[src/design/pkf_pkg.sv]
// ----------------------------------------------------------------------------
// pkf_pkg: shared types, constants and functions for packet_length_fft
// transform size, word widths, sequencer states and the twiddle table
// ----------------------------------------------------------------------------
package pkf_pkg;

  localparam int POINTS = 64;
  localparam int LOG    = $clog2(POINTS);
  localparam int HALF   = POINTS / 2;
  localparam int IW     = LOG;
  localparam int SW     = (LOG > 1) ? $clog2(LOG) : 1;
  localparam int CW     = 7;
  localparam int WW     = 40;
  localparam int BW     = 41;
  localparam int OW     = 33;
  localparam int PW     = 56;
  localparam int AW     = 57;

  localparam logic [CW-1:0] COUNT_MAX = 7'd127;

  localparam logic [1:0] STATUS_DONE    = 2'd0;
  localparam logic [1:0] STATUS_CLIPPED = 2'd1;
  localparam logic [1:0] STATUS_TOO_FEW = 2'd2;

  localparam logic OP_SAMPLE    = 1'b0;
  localparam logic OP_TERMINATE = 1'b1;

  typedef enum logic [3:0] {
    ST_IDLE,
    ST_BRD,
    ST_BMUL,
    ST_BRND,
    ST_BWJ,
    ST_BWK,
    ST_ORD,
    ST_OLD,
    ST_OUT
  } state_t;

  // multiplier operand pairs and accumulator actions
  typedef enum logic [1:0] {
    MS_WR_XR,
    MS_WI_XI,
    MS_WR_XI,
    MS_WI_XR
  } mul_sel_t;

  typedef struct packed {
    logic     mul_en;
    mul_sel_t mul_sel;
    logic     acc_en;
    mul_sel_t acc_sel;
    logic     rnd_en;
  } mac_ctl_t;

  // round(32768*cos(2*pi*k/64)) for k = 0..16, +1.0 saturated
  function automatic logic signed [15:0] qcos(input logic [4:0] k);
    logic signed [15:0] v;
    unique case (k)
      5'd0:  v = 16'sd32767;
      5'd1:  v = 16'sd32610;
      5'd2:  v = 16'sd32138;
      5'd3:  v = 16'sd31357;
      5'd4:  v = 16'sd30274;
      5'd5:  v = 16'sd28899;
      5'd6:  v = 16'sd27246;
      5'd7:  v = 16'sd25330;
      5'd8:  v = 16'sd23170;
      5'd9:  v = 16'sd20788;
      5'd10: v = 16'sd18205;
      5'd11: v = 16'sd15447;
      5'd12: v = 16'sd12540;
      5'd13: v = 16'sd9512;
      5'd14: v = 16'sd6393;
      5'd15: v = 16'sd3212;
      default: v = 16'sd0;
    endcase
    return v;
  endfunction

  // the quarter point itself goes through the second arm, which yields zero
  function automatic logic signed [15:0] cos64(input logic [5:0] k);
    logic signed [15:0] v;
    if (k < 6'd16) begin
      v = qcos(k[4:0]);
    end else if (k <= 6'd32) begin
      v = -qcos(5'(6'd32 - k));
    end else if (k <= 6'd48) begin
      v = -qcos(5'(k - 6'd32));
    end else begin
      v = qcos(5'(7'd64 - {1'b0, k}));
    end
    return v;
  endfunction

  function automatic logic [IW-1:0] rev_bits(input logic [IW-1:0] x);
    logic [IW-1:0] r;
    for (int b = 0; b < IW; b++) begin
      r[b] = x[IW-1-b];
    end
    return r;
  endfunction

endpackage

[src/design/pkf_mac.sv]
// ----------------------------------------------------------------------------
// pkf_mac: shared complex multiply unit
// one 16x40 product per cycle while mul_en is set, accumulated into real and
// imaginary sums, then rounded to the butterfly's lower input
// ----------------------------------------------------------------------------
module pkf_mac (
  input  logic                          clk,
  input  pkf_pkg::mac_ctl_t             ctl,
  input  logic signed [15:0]            wr,
  input  logic signed [15:0]            wi,
  input  logic signed [pkf_pkg::WW-1:0] xr,
  input  logic signed [pkf_pkg::WW-1:0] xi,
  output logic signed [pkf_pkg::BW-1:0] b1r,
  output logic signed [pkf_pkg::BW-1:0] b1i
);
  import pkf_pkg::*;

  logic signed [15:0]   mul_a;
  logic signed [WW-1:0] mul_b;
  logic signed [PW-1:0] prod;
  logic signed [AW-1:0] acc_r;
  logic signed [AW-1:0] acc_i;
  logic signed [AW-1:0] rnd_r;
  logic signed [AW-1:0] rnd_i;

  always_comb begin
    case (ctl.mul_sel)
      MS_WR_XR: begin mul_a = wr; mul_b = xr; end
      MS_WI_XI: begin mul_a = wi; mul_b = xi; end
      MS_WR_XI: begin mul_a = wr; mul_b = xi; end
      default:  begin mul_a = wi; mul_b = xr; end
    endcase
  end

  // operands sign-extended to the full product width
  always_ff @(posedge clk) begin
    if (ctl.mul_en) begin
      prod <= PW'(mul_a) * PW'(mul_b);
    end
  end

  always_ff @(posedge clk) begin
    if (ctl.acc_en) begin
      case (ctl.acc_sel)
        MS_WR_XR: acc_r <= AW'(prod);
        MS_WI_XI: acc_r <= acc_r - AW'(prod);
        MS_WR_XI: acc_i <= AW'(prod);
        default:  acc_i <= acc_i + AW'(prod);
      endcase
    end
  end

  // round half up, then arithmetic shift by 15
  assign rnd_r = (acc_r + AW'(16384)) >>> 15;
  assign rnd_i = (acc_i + AW'(16384)) >>> 15;

  always_ff @(posedge clk) begin
    if (ctl.rnd_en) begin
      b1r <= rnd_r[BW-1:0];
      b1i <= rnd_i[BW-1:0];
    end
  end

endmodule

[config.mk]
export PLATFORM = sky130hd
export DESIGN_NAME = pkf_mac
export DESIGN_NICKNAME = d
export VERILOG_FILES = /design/src/design/pkf_pkg.sv /design/src/design/pkf_mac.sv
export SDC_FILE = /design/constraint.sdc
export NUM_CORES = 2
export LEC_CHECK = 0
export ABC_AREA = 1
export BUFFER_PORTS_ARGS = -buffer_cell sky130_fd_sc_hd__buf_2
export CAP_MARGIN = 0
export CORE_MARGIN = 3
export CORE_UTILIZATION = 45
export CTS_CLUSTER_SIZE = 8
export DETAILED_ROUTE_END_ITERATION = 10
export RECOVER_POWER = 25
export SLEW_MARGIN = 20
export SYNTH_ARGS = -nofsm -noshare
export SYNTH_HDL_FRONTEND = slang
export SYNTH_SLANG_ARGS = --single-unit
[constraint.sdc]
create_clock -name clk -period 6.05 [get_ports clk]
set_input_delay 0.605 -clock clk [delete_from_list [all_inputs] [get_ports clk]]
set_output_delay 0.605 -clock clk [all_outputs]
set_load 0.05 [all_outputs]
==> metrics.sh <==
GRT_REMAINING_OVERFLOW=0
ROUTED-VIA-COUNT=41400
MOSTFREQUENTLAYOUTCELLS='1631 x sky130_fd_sc_hd__nand2_1, 1368 x sky130_fd_sc_hd__inv_1, 555 x sky130_fd_sc_hd__fa_1, 490 x sky130_fd_sc_hd__nor2_1, 434 x sky130_fd_sc_hd__buf_4'
POST_DRT_VIA_CELL_RATIO=5.15
CLK_LATENCY_NS=0.58
TIMING.CRITICAL_PATH.FANOUT_MAX=13
POSTSYNTHCELLCOUNT=6066
DR.PASS1.ITERS=6
YS_DOMINANT_REG_CELL='sky130_fd_sc_hd__edfxtp_1'
FP.DIEAREA_UM2=101000
GLOBAL_ROUTE.USAGE.MET1_PCT=39.9
IOS=202
GRTUSAGETOTAL_PCT=32.1
INITIALDRTVIOLATIONCOUNT=2986
DRC=0
HTREE_NUM_LEVELS=2
DIE_W_UM=318
STATUS='finished with violations'
MAX_CLOCK_FREQ_MHz=158
TRITONCTS='built'
FINAL-SETUP-VIOL-COUNT=40
CRITPATHMAXSTAGEDELAY_NS=0.58
POST-ROUTE-MIN-PERIOD_NS=6.32
FINAL.SETUP_SKEW_NS=0.0435
MAXCAPVIOLATIONS=4
SYNTH.YOSYS.SEQ_AREA_SHARE_PCT=17.2
GRT-BUSIEST-LAYER='met2'
WORST_R2R_STARTPOINT='prod[25]$_DFFE_PP_'
STARTING_DENSITY_OF_THE_CORE_PCT=45.7
CTS_BUFFERS=38
DRIVE_ABOVE_1_SHARE_PCT=21.1
WORST_SETUP_HOLD_PATH_CLK_SLEW_NS=0.05
MIN_PERIOD_OVER_PERIOD_PCT=104
FINAL_CORE_UTILIZATION_PCT=58.1
GRT_FIRST_PASS_WIRELENGTH_UM=248000
SUM_OF_ROUTED_WIRE_LENGTH_OVER_ALL_LAYERS_UM=166000
ASYNC_FLOP_SHARE_PCT=0
MAPPEDNETLISTAREA_UM2=43800
MET3_USAGE_PCT=3.63
WORST_PIN_SLEW_NS=3.70
WL_PER_CELL_UM=20.6
SYNTH.NET_COUNT=7030
SYNTH_ENABLE_FLOP_CELLS=250
VIAS_IN_THE_FIRST_GLOBAL_ROUTE=42300
MIN_PATH_TYPE='reg2reg'
SYNTHTOLAYOUTAREAGROWTH_PCT=27.1
VIOLATIONS_IN_THE_FINAL_REPORTS='capacitance limit, slew limit, setup timing'
CRITICAL_SETUP_PATH_CLASS='in2reg'
HOLD_VIOL_FINAL=0
GRT_SETUP_UNREPAIRED='yes'
MAX-SLEW-MARGIN-REL_PCT=-147
NUMBER_OF_NETS_IN_THE_LAYOUT=7736
PLACEMENT_ROWS=113
STARTPOINT_KIND_OF_THE_WORST_SETUP_TIMING_PATH='input port'
WORST_SETUP_PATH_STARTPOINT='ctl[4]'
FINAL_MAX_SLEW_VIOL_COUNT=241
SLOWEST_STAGE='sky130_fd_sc_hd__fa_2'
DETAILED_PLACER_S_ENDING_HPWL_UM=137000
LAYOUT_COMMONEST_CELL='sky130_fd_sc_hd__nand2_1'
HOLDCRITSTARTPOINT='acc_r[15]$_DFFE_PP_'
TIMING.CRITICAL_PATH.REQUIRED_NS=6.37
YS_FF_LATCH=250
WORSTPATHARRIVAL_NS=6.63
LARGEST_NET_DEGREE_AT_THE_START_OF_GLOBAL_ROUTING=70
CTS_ROOT_BUFFER='sky130_fd_sc_hd__clkbuf_16'
END_KIND='register'
COREAREA_UM2=95700
FINAL_ANTENNA_NET_COUNT=0
GLOBALPLACE.CONGESTION=0.995
CTS.SINK_COUNT=250
PNR_WORST_SETUP_SLACK_NS=-0.267
ROUTING_USAGE_ON_MET2_PCT=55.0
PORTBUFFERS=201
CTSLONGESTPATHBUFFERS=3
ANTENNA_CELLS_INSERTED=0
YOSYS.CELL_TYPES.COUNT=44
DIE-HEIGHT_UM=318
POSTSYNTHAREAPERCELL_UM2=7.22
SYNTH.YOSYS.WARNINGS=0
GRT_ANTENNA_BEFORE_REPAIR=0
worst max-delay path, delay by kind of cell:
| kind | cells | cell delay, ns |
|---|---|---|
| adder cells (fa/ha/maj) | 8 | 3.53 |
| buffers and inverters | 13 | 1.26 |
| AND/OR/NAND/NOR | 10 | 1.07 |
| AO/OA/AOI/OAI | 1 | 0.13 |
kinds of logic after synthesis:
group | after synthesis | synth area share (%)
AO/OA/AOI/OAI | 458 | 5.67
AND/OR/NAND/NOR | 2803 | 26.3
XOR/XNOR | 145 | 2.90
multiplexers | 1 | 0.0229
buffers and inverters | 1565 | 13.5
flip-flops | 250 | 17.2
adder cells (fa/ha/maj) | 844 | 34.4
area by class of cell:
cell class                 instances  area [µm²]
clock buffer                      42        1030
clock inverter                     5        46.3
tap                             1265        1580
fill                            9051       40100
multi-input combinational       4252       33200
sequential                       250        7510
inverter                        1449        5500
timing repair buffer             781        6820
cells in the mapped netlist, types with 2 or more instances:
| master | instances | area (µm²) |
|---|---|---|
| sky130_fd_sc_hd__edfxtp_1 | 250 | 7510 |
| sky130_fd_sc_hd__nor2_2 | 11 | 68.8 |
| sky130_fd_sc_hd__nor2_1 | 586 | 2200 |
| sky130_fd_sc_hd__inv_1 | 1433 | 5380 |
| sky130_fd_sc_hd__xor2_1 | 85 | 744 |
| sky130_fd_sc_hd__nand2_1 | 1715 | 6440 |
| sky130_fd_sc_hd__nand2_2 | 8 | 50.1 |
| sky130_fd_sc_hd__nor2_4 | 8 | 90.1 |
| sky130_fd_sc_hd__or2_0 | 6 | 37.5 |
| sky130_fd_sc_hd__o21ai_2 | 20 | 175 |
| sky130_fd_sc_hd__o21bai_1 | 31 | 233 |
| sky130_fd_sc_hd__nor4_1 | 20 | 125 |
| sky130_fd_sc_hd__a21oi_1 | 192 | 961 |
| sky130_fd_sc_hd__a31oi_1 | 6 | 37.5 |
| sky130_fd_sc_hd__inv_2 | 13 | 48.8 |
| sky130_fd_sc_hd__or2_2 | 28 | 175 |
| sky130_fd_sc_hd__buf_2 | 21 | 105 |
| sky130_fd_sc_hd__nand4_1 | 76 | 475 |
| sky130_fd_sc_hd__o21ai_1 | 3 | 15.0 |
| sky130_fd_sc_hd__nand3b_1 | 9 | 67.6 |
| sky130_fd_sc_hd__nand3_1 | 256 | 1280 |
| sky130_fd_sc_hd__and3_1 | 8 | 50.1 |
| sky130_fd_sc_hd__ha_1 | 243 | 3040 |
| sky130_fd_sc_hd__o21ai_0 | 194 | 971 |
| sky130_fd_sc_hd__nor3_4 | 3 | 48.8 |
| sky130_fd_sc_hd__xnor2_1 | 60 | 526 |
| sky130_fd_sc_hd__nand3_2 | 8 | 80.1 |
| sky130_fd_sc_hd__clkinv_1 | 3 | 11.3 |
| sky130_fd_sc_hd__nor3_1 | 50 | 250 |
| sky130_fd_sc_hd__fa_1 | 601 | 12000 |
| sky130_fd_sc_hd__clkbuf_1 | 95 | 357 |
| sky130_fd_sc_hd__o21a_1 | 5 | 37.5 |
| sky130_fd_sc_hd__nor3_2 | 3 | 30.0 |
| sky130_fd_sc_hd__and2_0 | 2 | 12.5 |
| sky130_fd_sc_hd__and2_1 | 2 | 12.5 |
| sky130_fd_sc_hd__a21o_1 | 4 | 30.0 |
worst paths after layout:
kind | cells after the start | slack (ns) | endpoint
worst max-delay path | 32 | -0.27 | prod[46]$_DFFE_PP_
worst min-delay path | 1 | 0.64 | b1r[0]$_DFFE_PP_
worst max register to register | 11 | 2.70 | acc_r[38]$_DFFE_PP_
worst min register to register | 1 | 0.64 | b1r[0]$_DFFE_PP_
stage by stage:
step / setup WS (ns) / area (µm²) / setup TNS (ns) / hold WS [ns] / cells
2_1_floorplan: -0.222 / 45100 / -5.07 / 0.550 / 6066
3_3_place_gp: -1.39 / 51000 / -46.58 / 0.613 / 7867
3_5_place_dp: -1.36 / 51000 / -48.26 / 0.623 / 7867
4_1_cts: -0.190 / 54400 / -3.83 / 0.384 / 7993
5_1_grt: -0.457 / 55600 / -14.00 / 0.654 / 8044
6_report: -0.267 / 55600 / -6.20 / 0.638 / 8044
sequential cells by signal, summed over array words and instances, names as in the netlist:
| signal | cells |
|---|---|
| acc_i | 56 |
| acc_r | 56 |
| prod | 56 |
| b1i | 41 |
| b1r | 41 |
routing by layer:
metal | part of all wire [%] | routed length [µm] | vias up
met5 | 0 | 0 | -
met4 | 7.2 | 11900 | 0
met3 | 5.8 | 9550 | 381
met2 | 47 | 78300 | 1368
met1 | 40 | 65800 | 20000
li1 | - | - | 19700
repair_timing:
| item | 4_1_cts | 5_1_grt |
|---|---|---|
| gates resized for setup | 391 | 198 |
| pin swaps | 90 | 70 |
| cloned | 9 | 7 |
| hold endpoints to repair | 0 | 0 |
| hold buffers | 0 | 0 |
| setup endpoints to repair | 46 | 46 |
| setup buffers | 71 | 46 |
Power is not shown: default switching activity piles up to over one toggle a cycle in this logic, so the estimate is an artifact.
